File: src/rtl/core/hep_pkg.sv
// Shared types and constants for the Heston path step block.
// Used by hep_mul, hep_sqrt and heston_euler_path_step; depends on nothing.
package hep_pkg;

    // Signed working word, 32 fraction bits unless noted.
    typedef logic signed [63:0] hep_word_t;

    // Request to the shared multiplier; sel28 picks a 28-bit scale instead of 32.
    typedef struct packed {
        logic      valid;
        logic      sel28;
        hep_word_t a;
        hep_word_t b;
    } mul_req_t;

    // Request to the shared square root unit.
    typedef struct packed {
        logic        valid;
        logic [39:0] x;
    } sqrt_req_t;

    // Register indexes on the configuration port.
    localparam logic [2:0] REG_STEP_SIZE   = 3'd0;
    localparam logic [2:0] REG_REVERSION   = 3'd1;
    localparam logic [2:0] REG_LONG_RUN    = 3'd2;
    localparam logic [2:0] REG_VOL_OF_VOL  = 3'd3;
    localparam logic [2:0] REG_CORRELATION = 3'd4;
    localparam logic [2:0] REG_DRIFT       = 3'd5;
    localparam logic [2:0] REG_INIT_PRICE  = 3'd6;
    localparam logic [2:0] REG_INIT_VAR    = 3'd7;

    // Register reset values.
    localparam logic [32:0] RST_STEP_SIZE   = 33'd17043521;
    localparam logic [39:0] RST_REVERSION   = 40'd6442450944;
    localparam logic [35:0] RST_LONG_RUN    = 36'd171798692;
    localparam logic [35:0] RST_VOL_OF_VOL  = 36'd1288490189;
    localparam logic [33:0] RST_CORRELATION = 34'h34CCCCCCD;
    localparam logic [35:0] RST_DRIFT       = 36'd214748365;
    localparam logic [47:0] RST_INIT_PRICE  = 48'd429496729600;
    localparam logic [35:0] RST_INIT_VAR    = 36'd171798692;

    // Arithmetic limits.
    localparam hep_word_t   ONE_Q32   = 64'sh0000_0001_0000_0000;
    localparam hep_word_t   VAR_FLOOR = 64'sd43;
    localparam hep_word_t   VAR_MAX   = 64'sh0000_000F_FFFF_FFFF;
    localparam hep_word_t   PRICE_MAX = 64'sh0000_FFFF_FFFF_FFFF;
    localparam logic [61:0] MAG_CAP   = 62'h2000_0000_0000_0000;
    localparam logic [15:0] COUNT_MAX = 16'hFFFF;

endpackage

File: src/rtl/core/hep_mul.sv
// Shared fixed-point multiplier: exact 64x64 product from four 32x32 partials,
// then rounded, scaled and saturated. Depends on hep_pkg.
module hep_mul
(
    input  logic                clk,
    input  logic                rst_n,
    input  hep_pkg::mul_req_t   req,
    output logic                done,
    output hep_pkg::hep_word_t  result
);

    localparam logic [2:0] PH_ROUND = 3'd5;

    logic               busy_reg;
    logic [2:0]         phase_reg;
    logic [63:0]        ma_reg;
    logic [63:0]        mb_reg;
    logic               neg_reg;
    logic               sh28_reg;
    logic [63:0]        prod_reg;
    logic [127:0]       acc_reg;
    logic               done_reg;
    hep_pkg::hep_word_t result_reg;

    logic [63:0]        a_mag;
    logic [63:0]        b_mag;
    logic [31:0]        a_part;
    logic [31:0]        b_part;
    logic [127:0]       add_term;
    logic [127:0]       q;
    logic               over;
    logic [61:0]        mag;
    hep_pkg::hep_word_t result_next;

    // Operand magnitudes and the partial product selection.
    always_comb
    begin
        a_mag  = req.a[63] ? (~req.a + 64'd1) : req.a;
        b_mag  = req.b[63] ? (~req.b + 64'd1) : req.b;
        a_part = phase_reg[1] ? ma_reg[63:32] : ma_reg[31:0];
        b_part = phase_reg[0] ? mb_reg[63:32] : mb_reg[31:0];
    end

    // Alignment of the partial product registered in the previous cycle.
    always_comb
    begin
        case (phase_reg)
            3'd1:    add_term = {64'd0, prod_reg};
            3'd2:    add_term = {32'd0, prod_reg, 32'd0};
            3'd3:    add_term = {32'd0, prod_reg, 32'd0};
            3'd4:    add_term = {prod_reg, 64'd0};
            default: add_term = 128'd0;
        endcase
    end

    // Scale, saturate the magnitude and restore the sign.
    always_comb
    begin
        q    = sh28_reg ? (acc_reg >> 28) : (acc_reg >> 32);
        over = (|q[127:62]) || (q[61] && (|q[60:0]));
        mag  = over ? hep_pkg::MAG_CAP : q[61:0];
        result_next = neg_reg ? -$signed({2'b00, mag}) : $signed({2'b00, mag});
    end

    // Sequencing of the partial products and the rounding step.
    always_ff @(posedge clk or negedge rst_n)
    begin
        if (!rst_n)
        begin
            busy_reg   <= 1'b0;
            phase_reg  <= 3'd0;
            ma_reg     <= 64'd0;
            mb_reg     <= 64'd0;
            neg_reg    <= 1'b0;
            sh28_reg   <= 1'b0;
            prod_reg   <= 64'd0;
            acc_reg    <= 128'd0;
            done_reg   <= 1'b0;
            result_reg <= '0;
        end
        else
        begin
            done_reg <= 1'b0;
            if (req.valid)
            begin
                busy_reg  <= 1'b1;
                phase_reg <= 3'd0;
                ma_reg    <= a_mag;
                mb_reg    <= b_mag;
                neg_reg   <= req.a[63] ^ req.b[63];
                sh28_reg  <= req.sel28;
                // The rounding constant seeds the accumulator.
                acc_reg   <= req.sel28 ? (128'd1 << 27) : (128'd1 << 31);
            end
            else if (busy_reg)
            begin
                if (phase_reg < 3'd4)
                begin
                    prod_reg <= a_part * b_part;
                end
                if (phase_reg != 3'd0 && phase_reg < PH_ROUND)
                begin
                    acc_reg <= acc_reg + add_term;
                end
                if (phase_reg == PH_ROUND)
                begin
                    result_reg <= result_next;
                    done_reg   <= 1'b1;
                    busy_reg   <= 1'b0;
                end
                phase_reg <= phase_reg + 3'd1;
            end
        end
    end

    assign done   = done_reg;
    assign result = result_reg;

endmodule

File: config.mk
export PLATFORM = sky130hd
export DESIGN_NAME = hep_mul
export DESIGN_NICKNAME = d
export VERILOG_FILES = /design/src/rtl/core/hep_pkg.sv /design/src/rtl/core/hep_mul.sv
export SDC_FILE = /design/constraint.sdc
export NUM_CORES = 2
export LEC_CHECK = 0
export BUFFER_PORTS_ARGS = -buffer_cell sky130_fd_sc_hd__buf_4
export CAP_MARGIN = 40
export CORE_MARGIN = 4
export CORE_UTILIZATION = 55
export DETAILED_ROUTE_END_ITERATION = 8
export PLACE_DENSITY_LB_ADDON = 0.1
export RECOVER_POWER = 50
export SLEW_MARGIN = 25
export SYNTH_ARGS = -nofsm -noshare
export SYNTH_HDL_FRONTEND = slang
export SYNTH_SLANG_ARGS = --single-unit
File: constraint.sdc
create_clock -name clk -period 8.2 [get_ports clk]
set_input_delay 1.23 -clock clk [delete_from_list [all_inputs] [get_ports clk]]
set_output_delay 1.23 -clock clk [all_outputs]
set_load 0.1 [all_outputs]
==> flow_metrics.env <==
export IMPL_status="finished with violations"
export IMPL_violations="capacitance limit, slew limit, setup timing"
export IMPL_largest_reg_flops=128
export IMPL_post_drt_via_cell_ratio=6.04
export IMPL_syn2layout_area_growth_pct=17.9
export IMPL_fin_ws_ps=-305
export IMPL_min_path_type="flop to flop"
export IMPL_die_w_um=343
export IMPL_grt_pass1_vias=57600
export IMPL_wire_per_inst_um=25.6
export IMPL_synth_top_family_by_area="adder cells"
export IMPL_crit_path_frequent_cell="fa_1"
export IMPL_netlist_area_um2=61600
export IMPL_core_um2=111000
export IMPL_wl_um=239000
export IMPL_syn_num_nets=8736
export IMPL_fin_worst_skew_ps=40.8
export IMPL_ys_types=81
export IMPL_setup_viol=9
export IMPL_clk_pin_slew_ps=80
export IMPL_cpPeakStageDelay_ps=570
export IMPL_yosys_area_share_simple_pct=16.5
export IMPL_syn_avg_cell_area_um2=8.42
export IMPL_start_util_pct=55.5
export IMPL_drtIter0Drc=5397
export IMPL_worstSkewPairLatency_ps=680
export IMPL_max_cap_viol_count=3
export IMPL_gp_congestion=1.06
export IMPL_die_h_um=343
export IMPL_synthAdderAreaFrac_pct=37.2
export IMPL_synth_compound_area_share_pct=14.0
export IMPL_startpoint_type="flop"
export IMPL_track_usage_pct=40.6
export IMPL_post_place_ws_ps=-907
export IMPL_criticalPathCategory="flop to flop"
export IMPL_root_buffer="clkbuf_16"
export IMPL_maxSlewViolCount=184
export IMPL_critPathMaxFanout=7
export IMPL_synth_area_mux_share_pct=3.51
export IMPL_synth_edf_count=0
export IMPL_cts_path_max_buffers=3
export IMPL_portBuffers=196
export IMPL_cts_sinks=391
export IMPL_dieArea_um2=117000
export IMPL_vias=56300
export IMPL_fp_row_count=122
export IMPL_async_flop_share_pct=100
export IMPL_cp_slowest_cell="fa_1"
export IMPL_cts_buffers_inserted=49
export IMPL_required_ps=8760
export IMPL_max_slew_margin_rel_pct=-248
export IMPL_rsz0062_at_grt="yes"
export IMPL_dr_pass1_iters=6
export IMPL_grt_pass1_wl_um=357000
export IMPL_tightest_slew_ps=5220
export IMPL_synth_seq_cells=391
export IMPL_finalCritPeriodShare_pct=104
export IMPL_grt_max_degree=146
export IMPL_grt_overflow=0
export IMPL_finalHoldViolCount=0
export IMPL_io_pins=197
export IMPL_ys_seq_area_share_pct=15.9
export IMPL_htreeDepth=2
export IMPL_nets=9227
export IMPL_cts_tree="built"
export IMPL_final_common_cell="inv_1"
export IMPL_finalCriticalPeriod_ps=8510
export IMPL_grt_antenna_before_repair=5
export IMPL_yosys_area_share_xor_xnor_pct=4.83
export IMPL_drc_errors=0
export IMPL_yosysWarnings=0
export IMPL_crit_arrival_ps=9070
export IMPL_ant_nets=0
export IMPL_final_cell_mix="inv_1 (927), nor2_1 (888), nand2_1 (886)"
export IMPL_synth_flop_cell="dfrtp_1"
export IMPL_clock_fmax_mhz=118
export IMPL_end_kind="flop"
export IMPL_drive_gt1_share_pct=16.0
export IMPL_hpwl_um=198000
export IMPL_synthCells=7311
## cells in the mapped netlist (all sizes together) (84+ instances only)
cell / instances / area, um^2
a21o: 122 / 916
a21oi: 423 / 2120
clkbuf: 340 / 1280
dfrtp: 391 / 9780
fa: 897 / 18000
ha: 396 / 4950
inv: 942 / 3540
mux2: 89 / 1000
mux2i: 116 / 1160
nand2: 895 / 3360
nor2: 933 / 3500
nor3: 84 / 420
o21ai: 429 / 2150
xnor2: 129 / 1130
xor2: 211 / 1850
## metrics by stage
| stage | area [um^2] | cells | util, % | setup TNS [ps] | hold WS [ps] |
|---|---|---|---|---|---|
| 2_1_floorplan | 61800 | 7311 | - | 0 | 455 |
| 3_3_place_gp | 68900 | 9173 | 62.0 | -8280 | 464 |
| 3_5_place_dp | 69000 | 9179 | 62.2 | -8750 | 471 |
| 4_1_cts | 71600 | 9293 | 64.6 | -1410 | 484 |
| 5_1_grt | 72600 | 9331 | 65.4 | -4630 | 491 |
| 6_report | 72600 | 9335 | 65.5 | -1460 | 477 |
## what timing repair did
action                     in CTS  in global routing
gates cloned                    2                  1
setup buffers                  22                 36
gates resized for setup       141                179
pin swaps                      20                 71
setup endpoints to repair      25                 30
hold buffers                    0                  0
## cell families after synthesis
family	count (synthesis)
mux	205
simple gates	2362
xor+xnor	340
compound gates	1401
flops	391
buf+inv	1319
fa+ha+maj	1293
## path summary, 6_finish.rpt
kind / from / to / slack (ps) / cells after the start
max: phase_reg[1] / prod_reg[62] / -310 / 34
min: result[36] / result[36] / 480 / 2
max reg2reg: phase_reg[1] / prod_reg[62] / -310 / 34
min reg2reg: result[36] / result[36] / 480 / 2
max in group asynchronous: rst_n / prod_reg[4] / 1860 / 3
min in group asynchronous: rst_n / result[50] / 2480 / 1
## per-layer routing
layer	vias to the layer above	track usage (%)	wire (um)
li1	24800	-	-
met1	27900	49.3	88300
met2	2806	66.1	110000
met3	783	7.26	19900
met4	2	27.5	21000
met5	-	0	13
## worst max-delay path: cells and delay by family, from the launching register on
kind	cells	cell delay, ps
adder cells (fa/ha/maj)	9	4160
buffers and inverters	11	1530
AO/OA/AOI/OAI	6	1000
AND/OR/NAND/NOR	6	790
flip-flops	1	540
multiplexers	1	180
XOR/XNOR	1	150
## layout make-up
type	instances	area [um^2]
multi-input combinational	5601	48200
fill	9429	38300
sequential	391	9800
timing repair buffer	817	7390
inverter	942	3540
tap	1488	1860
clock buffer	63	1340
clock inverter	27	464
antenna	6	15.0
Power is left out: the tool's default activity adds up to more than one toggle a clock period on the data nets, which glitch-free logic cannot reach.
