`config.mk`:
```
export PLATFORM = sky130hd
export DESIGN_NAME = hep_sqrt
export DESIGN_NICKNAME = d
export VERILOG_FILES = /design/src/rtl/core/hep_pkg.sv /design/src/rtl/core/hep_sqrt.sv
export SDC_FILE = /design/constraint.sdc
export NUM_CORES = 1
export LEC_CHECK = 0
export CORE_ASPECT_RATIO = 1.25
export CORE_UTILIZATION = 65
export DETAILED_ROUTE_END_ITERATION = 7
export DONT_BUFFER_PORTS = 1
export GPL_TIMING_DRIVEN = 0
export PLACE_DENSITY = 0.81
export SYNTH_ARGS = -nofsm -noshare
export SYNTH_HDL_FRONTEND = slang
export SYNTH_SLANG_ARGS = --single-unit
```
`constraint.sdc`:
```
create_clock -name clk -period 5.1 [get_ports clk]
set_input_delay 1.02 -clock clk [delete_from_list [all_inputs] [get_ports clk]]
set_output_delay 1.02 -clock clk [all_outputs]
set_load 0.05 [all_outputs]
```
`src/rtl/core/hep_pkg.sv`:
```
// Shared types and constants for the Heston path step block.
// Used by hep_mul, hep_sqrt and heston_euler_path_step; depends on nothing.
package hep_pkg;

    // Signed working word, 32 fraction bits unless noted.
    typedef logic signed [63:0] hep_word_t;

    // Request to the shared multiplier; sel28 picks a 28-bit scale instead of 32.
    typedef struct packed {
        logic      valid;
        logic      sel28;
        hep_word_t a;
        hep_word_t b;
    } mul_req_t;

    // Request to the shared square root unit.
    typedef struct packed {
        logic        valid;
        logic [39:0] x;
    } sqrt_req_t;

    // Register indexes on the configuration port.
    localparam logic [2:0] REG_STEP_SIZE   = 3'd0;
    localparam logic [2:0] REG_REVERSION   = 3'd1;
    localparam logic [2:0] REG_LONG_RUN    = 3'd2;
    localparam logic [2:0] REG_VOL_OF_VOL  = 3'd3;
    localparam logic [2:0] REG_CORRELATION = 3'd4;
    localparam logic [2:0] REG_DRIFT       = 3'd5;
    localparam logic [2:0] REG_INIT_PRICE  = 3'd6;
    localparam logic [2:0] REG_INIT_VAR    = 3'd7;

    // Register reset values.
    localparam logic [32:0] RST_STEP_SIZE   = 33'd17043521;
    localparam logic [39:0] RST_REVERSION   = 40'd6442450944;
    localparam logic [35:0] RST_LONG_RUN    = 36'd171798692;
    localparam logic [35:0] RST_VOL_OF_VOL  = 36'd1288490189;
    localparam logic [33:0] RST_CORRELATION = 34'h34CCCCCCD;
    localparam logic [35:0] RST_DRIFT       = 36'd214748365;
    localparam logic [47:0] RST_INIT_PRICE  = 48'd429496729600;
    localparam logic [35:0] RST_INIT_VAR    = 36'd171798692;

    // Arithmetic limits.
    localparam hep_word_t   ONE_Q32   = 64'sh0000_0001_0000_0000;
    localparam hep_word_t   VAR_FLOOR = 64'sd43;
    localparam hep_word_t   VAR_MAX   = 64'sh0000_000F_FFFF_FFFF;
    localparam hep_word_t   PRICE_MAX = 64'sh0000_FFFF_FFFF_FFFF;
    localparam logic [61:0] MAG_CAP   = 62'h2000_0000_0000_0000;
    localparam logic [15:0] COUNT_MAX = 16'hFFFF;

endpackage

```
`src/rtl/core/hep_sqrt.sv`:
```
// Shared square root unit: floor(sqrt(x * 2^32)), one root bit per cycle.
// Depends on hep_pkg.
module hep_sqrt
(
    input  logic               clk,
    input  logic               rst_n,
    input  hep_pkg::sqrt_req_t req,
    output logic               done,
    output logic [35:0]        root
);

    logic        busy_reg;
    logic [5:0]  cnt_reg;
    logic [71:0] rad_reg;
    logic [39:0] rem_reg;
    logic [35:0] root_reg;
    logic        done_reg;

    logic [39:0] rem_cat;
    logic [39:0] trial;
    logic        fits;

    // One restoring step: bring down a pair of bits and try the next root bit.
    always_comb
    begin
        rem_cat = {rem_reg[37:0], rad_reg[71:70]};
        trial   = {2'b00, root_reg, 2'b01};
        fits    = rem_cat >= trial;
    end

    always_ff @(posedge clk or negedge rst_n)
    begin
        if (!rst_n)
        begin
            busy_reg <= 1'b0;
            cnt_reg  <= 6'd0;
            rad_reg  <= 72'd0;
            rem_reg  <= 40'd0;
            root_reg <= 36'd0;
            done_reg <= 1'b0;
        end
        else
        begin
            done_reg <= 1'b0;
            if (req.valid)
            begin
                busy_reg <= 1'b1;
                cnt_reg  <= 6'd0;
                rad_reg  <= {req.x, 32'd0};
                rem_reg  <= 40'd0;
                root_reg <= 36'd0;
            end
            else if (busy_reg)
            begin
                rad_reg  <= {rad_reg[69:0], 2'b00};
                rem_reg  <= fits ? (rem_cat - trial) : rem_cat;
                root_reg <= {root_reg[34:0], fits};
                cnt_reg  <= cnt_reg + 6'd1;
                if (cnt_reg == 6'd35)
                begin
                    busy_reg <= 1'b0;
                    done_reg <= 1'b1;
                end
            end
        end
    end

    assign done = done_reg;
    assign root = root_reg;

endmodule

```
==> results of run 1 <==
==> final cells by class <==
type / instances / area share [%]
multi-input combinational: 633 / 49.8
sequential: 122 / 36.2
tap: 138 / 2.05
inverter: 59 / 2.63
buffer: 48 / 2.42
clock buffer: 22 / 5.51
clock inverter: 10 / 1.40
==> synth_stat cells, types with 4 or more instances <==
library cell  number  area (um^2)
nand2b_1           7         43.8
a211oi_1          34          255
xnor2_1           21          184
or3_1              9         56.3
nor3_1            13         65.1
nor2_1           107          402
o21a_1             5         37.5
a21o_1            14          105
o211ai_1           5         37.5
nand3_1           13         65.1
and3_1             4         25.0
nand4_1            8         50.1
nor2b_1            6         37.5
nand2_1           75          282
o21ai_0           66          330
buf_2              4         20.0
buf_1              8         30.0
xor2_1            12          105
dfrtp_1          122         3050
ha_1              39          488
inv_1             59          221
a21oi_1           45          225
a31oi_1           10         62.6
o21bai_1           5         37.5
mux2i_1           95          951
clkbuf_1          33          124
==> through the flow <==
stage / std cells / setup slack (ps) / power [mW] / hold slack [ps]
4_1_cts: 1032 / 1360 / 5.42 / 285
5_1_grt: 1032 / 1030 / 5.80 / 282
6_report: 1032 / 1330 / 5.47 / 294
3_5_place_dp: 1000 / 1410 / 4.21 / 524
3_3_place_gp: 1000 / 1450 / 4.15 / 513
2_1_floorplan: 862 / 1830 / 3.58 / 499
==> final timing paths <==
check | startpoint | end
max reg2reg | root[0]$_DFFE_PN0P_ | rem_reg[23]$_DFFE_PN0P_
min in group clk | rem_reg[37]$_DFFE_PN0P_ | rem_reg[37]$_DFFE_PN0P_
max | root[0]$_DFFE_PN0P_ | rem_reg[23]$_DFFE_PN0P_
min | rst_n | rem_reg[17]$_DFFE_PN0P_
max in group asynchronous | rst_n | rem_reg[16]$_DFFE_PN0P_
min reg2reg | rem_reg[37]$_DFFE_PN0P_ | rem_reg[37]$_DFFE_PN0P_
==> cells by family (layout without fill, tap and decap cells) <==
| kind of cell | after synthesis | count (layout) |
|---|---|---|
| xor gates and xnor gates | 33 | 33 |
| muxes | 96 | 96 |
| DFF | 122 | 122 |
| AOI/OAI and AO/OA | 215 | 215 |
| buffers and inverters | 107 | 139 |
| adders and majority gates | 39 | 39 |
| and+or+nand+nor | 250 | 250 |
==> power by group <==
| part | leakage (nW) | switching [mW] | internal (mW) |
|---|---|---|---|
| logic | 2.47 | 1.74 | 1.28 |
| clock network | 0.273 | 0.439 | 0.744 |
| registers | 1.59 | 0.145 | 1.12 |
==> worst max-delay path, cell delays in order (launching register included) <==
cell and delay [ps]:
dfrtp_1 670, inv_1 130, ha_1 370, nor2b_1 230, o21bai_1 120, a211oi_1 360
nor2_1 160, a311o_1 380, and3_1 180, nor2_1 180, buf_6 180, buf_2 320
mux2i_1 250, o22ai_1 100
==> layer usage <==
layer | part of all wire [%] | routed length, um | vias up
met3 | 6.4 | 1240 | 54
met1 | 39 | 7590 | 3146
li1 | - | - | 3069
met4 | 3.5 | 674 | 0
met2 | 51 | 9740 | 258
met5 | 0 | 0 | -
==> metrics.md, run 1 <==
| Metric | Value |
|---|---|
| Setup bufs post-CTS | `0` |
| CTS resizes | `0` |
| Grt peak-use layer | `met2` |
| Fmax | `0.265 GHz` |
| Final period util | `73.9%` |
| Final setup TNS | `0 ps` |
| Simple-gate share of the synthesized area | `14.2%` |
| Worst Hold Class | `in2async` |
| Slew @ Worst Pin | `801 ps` |
| Inserted Clock Buffers | `17` |
| Post-synth EDFFs | `0` |
| Worst EP required | `5380 ps` |
| Rows | `44` |
| Pin count of the biggest net entering global routing | `123` |
| Area after DPL | `7840 um^2` |
| Vias in the first global route | `6461` |
| Max cap viols | `0` |
| Final Util | `72.9%` |
| Area taken by multi-input logic gates | `4190 um^2` |
| Clk buf depth | `2` |
| Slew headroom | `46.6%` |
| Post-synthesis mux area share | `12.5%` |
| Ys flop type | `dfrtp_1` |
| Crit path capture type | `flop` |
| PwrDens | `649 nW/um^2` |
| Area grow syn2layout | `9.84%` |
| DRC violations left | `0` |
| Synth Area in Compound Gates | `17.8%` |
| Die Width | `99.2 um` |
| Clk slew on worst S/H paths | `50 ps` |
| Grt met3 use | `7.35%` |
| Die height | `123 um` |
| # fillers | `892` |
| Final Hold Viols | `0` |
| Total gr overflow | `0` |
| Most frequent cells in the layout | `dfrtp_1 (122), nor2_1 (107), mux2i_1 (95), nand2_1 (75), o21ai_0 (66)` |
| IO buf count | `0` |
| CP Class | `reg2reg` |
| CTS HTree Levels | `4` |
| Layout cells sized above 1 | `4.59%` |
| DP HPWL | `13400 um` |
| Yosys Warn Count | `0` |
| Reg2Reg Setup Slack | `1330 ps` |
| Worst Skew | `9.70 ps` |
| DRT Wirelength | `19200 um` |
| Total core area | `11600 um^2` |
| Lkg Pwr | `4.34 nW` |
| Final Critical Period | `3770 ps` |
| GRT Overall Usage | `32.8%` |
| Sink Count | `122` |
| VDD IR max | `0.308 mV` |
| Xor/xnor share of the synthesized area | `3.77%` |
| CTS tree | `done` |
| Post-synthesis sequential area ratio | `39.8%` |
| Largest family of logic cells by synthesized area | `compound AO/OA/AOI/OAI gates` |
| Via count | `6527` |
| Max reg flops | `40` |
| Unrepaired setup endpoints after global routing | `false` |
| Post-Synthesis Cell Area | `7670 um^2` |
| Initial antenna violation count | `0` |
| Total Die Area | `12200 um^2` |
| ANT cells | `0` |
| IO Count | `80` |
| First drt pass iteration count | `5` |
| Slew Viols, Final | `0` |
| Met2 usage | `58.7%` |
| Reg2reg path depth | `13` |
| Antenna Nets Post-Route | `0` |
| Grt met1 use | `36.5%` |
| Initial DRC count | `398` |
| Asr flop ratio synth | `100%` |
| Initial core utilization | `66.3%` |
| DR vias/cell | `6.32` |
| Finished Cell Area | `8420 um^2` |
| # hold bufs at CTS | `0` |
| GP Congestion | `0.943` |
| CP Max Fanout | `10` |
| CTS root buf | `clkbuf_16` |
| Commonest non-fill, non-tap cell in the layout | `dfrtp_1` |
| Clock insertion delay at the later pin of the skew report | `430 ps` |
| Layout net count | `963` |
| Adder-cell share of the synthesized area | `6.36%` |
| Routed len/inst | `18.6 um` |
| Mean post-synth cell area | `8.90 um^2` |
| Synthesized Nets | `944` |
| Post-synthesis cell type count | `54` |
| Register area | `3050 um^2` |
| First-pass GRT wire length | `30600 um` |
| CP arrival | `4050 ps` |
| Final setup viols | `0` |
| Run status | `finished, final reports clean` |
| Startpoint Class | `flop` |
| Syn Inst Count | `862` |
| #FFs+latches synth | `122` |
(Power assumes the default switching activity.)
==> inputs of run 2 (changes only) <==
==> constraint.sdc (replaced) <==
create_clock -name clk -period 3.49 [get_ports clk]
set_input_delay 0.698 -clock clk [delete_from_list [all_inputs] [get_ports clk]]
set_output_delay 0.698 -clock clk [all_outputs]
set_load 0.05 [all_outputs]
==> run 2 against run 1 <==
Sequential power rose by 47%. First-iteration DRC count rose by 12%. Register-to-register slack got worse by 1300 ps. Clock power rose by 47%. Hold slack got worse by 330 ps. Core utilization rose by 1.5 points. Global-route usage rose by 0.091 points. Wire length rose by 0.68%. The flow now finishes with violations (hold timing). Cell count fell by 0.29%. Clock-buffer cell count did not move. Critical path depth rose by 1.
==> metrics.md, run 2 (synthesis results as in run 1) <==
| Metric | Value |
|---|---|
| Routed len/inst | `18.8 um` |
| Clock insertion delay at the later pin of the skew report | `430 ps` |
| Total gr overflow | `0` |
| Clk buf depth | `2` |
| CP cell instances | `inv_1 > ha_4 > and2_1 > a311oi_2 > o21bai_1 > a2111o_1 > a311oi_1 > and3_1 > nor2_2 > buf_6 > buf_6 > a31oi_1 > o2111ai_1 > a21oi_1` |
| Final Critical Period | `3410 ps` |
| Reg2Reg Setup Slack | `80 ps` |
| Failing checks | `hold timing` |
| Total core area | `11600 um^2` |
| Net Sw Frac | `42.1%` |
| Sequential share of power | `22.5%` |
| Antenna Nets Post-Route | `0` |
| Worst EP required | `3830 ps` |
| CP most frequent cell | `buf_6` |
| Initial antenna violation count | `0` |
| Inserted Clock Buffers | `17` |
| Startpoint Class | `flop` |
| DR vias/cell | `6.31` |
| Worst Skew | `7.53 ps` |
| Slew @ Worst Pin | `803 ps` |
| Via count | `6496` |
| Final Util | `74.4%` |
| Max cap viols | `0` |
| Clk slew on worst S/H paths | `60 ps` |
| Clock share of power | `21.0%` |
| IO Count | `80` |
| Sink Count | `122` |
| VDD IR max | `0.501 mV` |
| Worst Path Buf+Inv | `3` |
| Die Width | `99.2 um` |
| Finished Layout Cells | `1029` |
| Slew headroom | `46.5%` |
| Placed Cells | `1000` |
| Hold slack | `-35.4 ps` |
| Crit path capture type | `flop` |
| First-pass GRT wire length | `30800 um` |
| CP Class | `reg2reg` |
| PwrDens | `963 nW/um^2` |
| Total power | `8.28 mW` |
| First drt pass iteration count | `5` |
| DP HPWL | `13400 um` |
| ANT cells | `0` |
| GP Congestion | `0.943` |
| IO buf count | `0` |
| Final Hold Viols | `53` |
| Switching power | `3.49 mW` |
| Vias in the first global route | `6479` |
| GRT Overall Usage | `32.9%` |
| Run status | `finished with violations` |
| Commonest non-fill, non-tap cell in the layout | `nor2_1` |
| Lkg Pwr | `4.32 nW` |
| Reg2reg path depth | `14` |
| Pin count of the biggest net entering global routing | `123` |
| Area grow syn2layout | `12.1%` |
| Final setup viols | `0` |
| Total Die Area | `12200 um^2` |
| Layout cells sized above 1 | `9.54%` |
| Combinational share of power | `56.5%` |
| Int Power | `4.79 mW` |
| Initial core utilization | `66.3%` |
| Critical path depth | `14` |
| CTS root buf | `clkbuf_16` |
| Final setup TNS | `0 ps` |
| Rows | `44` |
| Register area | `3090 um^2` |
| CP arrival | `3760 ps` |
| CP max-delay cell | `dfrtp_2` |
| Max reg flops | `40` |
| Fmax | `0.293 GHz` |
| Initial DRC count | `445` |
| Most frequent cells in the layout | `nor2_1 (106), dfrtp_1 (96), mux2i_1 (94), nand2_1 (75), o21ai_0 (62)` |
| CP Max Fanout | `10` |
| Crit path max-delay family | `compound AO/OA/AOI/OAI gates` |
| DRC violations left | `0` |
| Final period util | `97.8%` |
| # fillers | `860` |
| Layout net count | `960` |
| Worst path max stage delay | `540 ps` |
| Area taken by multi-input logic gates | `4320 um^2` |
| Critical path launch point | `root[33]$_DFFE_PN0P_` |
| Worst Hold Class | `in2async` |
| CTS tree | `done` |
| Critical R2R Launch | `root[33]$_DFFE_PN0P_` |
| DRT Wirelength | `19400 um` |
| Slew Viols, Final | `0` |
| Die height | `123 um` |
| CTS HTree Levels | `4` |
run 2: worst paths after layout:
| kind | to |
|---|---|
| setup / recovery | rem_reg[37]$_DFFE_PN0P_ |
| hold / removal | root[10]$_DFFE_PN0P_ |
| setup reg to reg | rem_reg[37]$_DFFE_PN0P_ |
| hold reg to reg | rem_reg[37]$_DFFE_PN0P_ |
| max in group asynchronous | root[7]$_DFFE_PN0P_ |
| min in group clk | rad_reg[35]$_DFFE_PN0P_ |
run 2: power by group through the flow:
stage          registers, mW  clock network (mW)  logic [mW]
6_report                1.87                1.74        4.68
5_1_grt                 1.89                1.80        5.10
4_1_cts                 1.85                1.74        4.38
3_5_place_dp            1.87                   0        4.28
3_3_place_gp            1.86                   0        4.20
2_1_floorplan           1.81                   0        3.42
run 2: cell type report:
class	count	area share [%]
buffer	43	2.37
clock buffer	22	5.40
sequential	122	35.9
multi-input combinational	633	50.2
tap	138	2.01
clock inverter	10	1.37
timing repair buffer	2	0.175
inverter	59	2.58
run 2: worst register-to-register path, delay by kind of cell, from the launching register on:
kind / cells / cell delay, ps
AO/OA/AOI/OAI: 7 / 1580
flip-flops: 1 / 540
buffers and inverters: 3 / 460
AND/OR/NAND/NOR: 3 / 460
adder cells (fa/ha/maj): 1 / 290
run 2: what timing repair did:
| action | 4_1_cts | 5_1_grt |
|---|---|---|
| endpoints found under the setup margin | 39 | 38 |
| resized for setup | 20 | 35 |
| hold endpoints to repair | 122 | 122 |
| pin swaps | 1 | 4 |
| setup buffers | 0 | 2 |
run 2: stage by stage:
| stage | setup slack [ps] | area [um^2] |
|---|---|---|
| 2_1_floorplan | 220 | 7670 |
| 3_3_place_gp | -162 | 7840 |
| 3_5_place_dp | -199 | 7840 |
| 4_1_cts | 11.4 | 8470 |
| 5_1_grt | -6.57 | 8600 |
| 6_report | 75.5 | 8600 |
run 2: metal layers:
layer / vias to the layer above / global-route usage [%] / part of all wire, %
li1: 3059 / - / -
met1: 3157 / 37.0 / 41
met2: 225 / 59.3 / 50
met3: 55 / 6.73 / 5.7
met4: 0 / 16.5 / 3.4
met5: - / 0 / 0
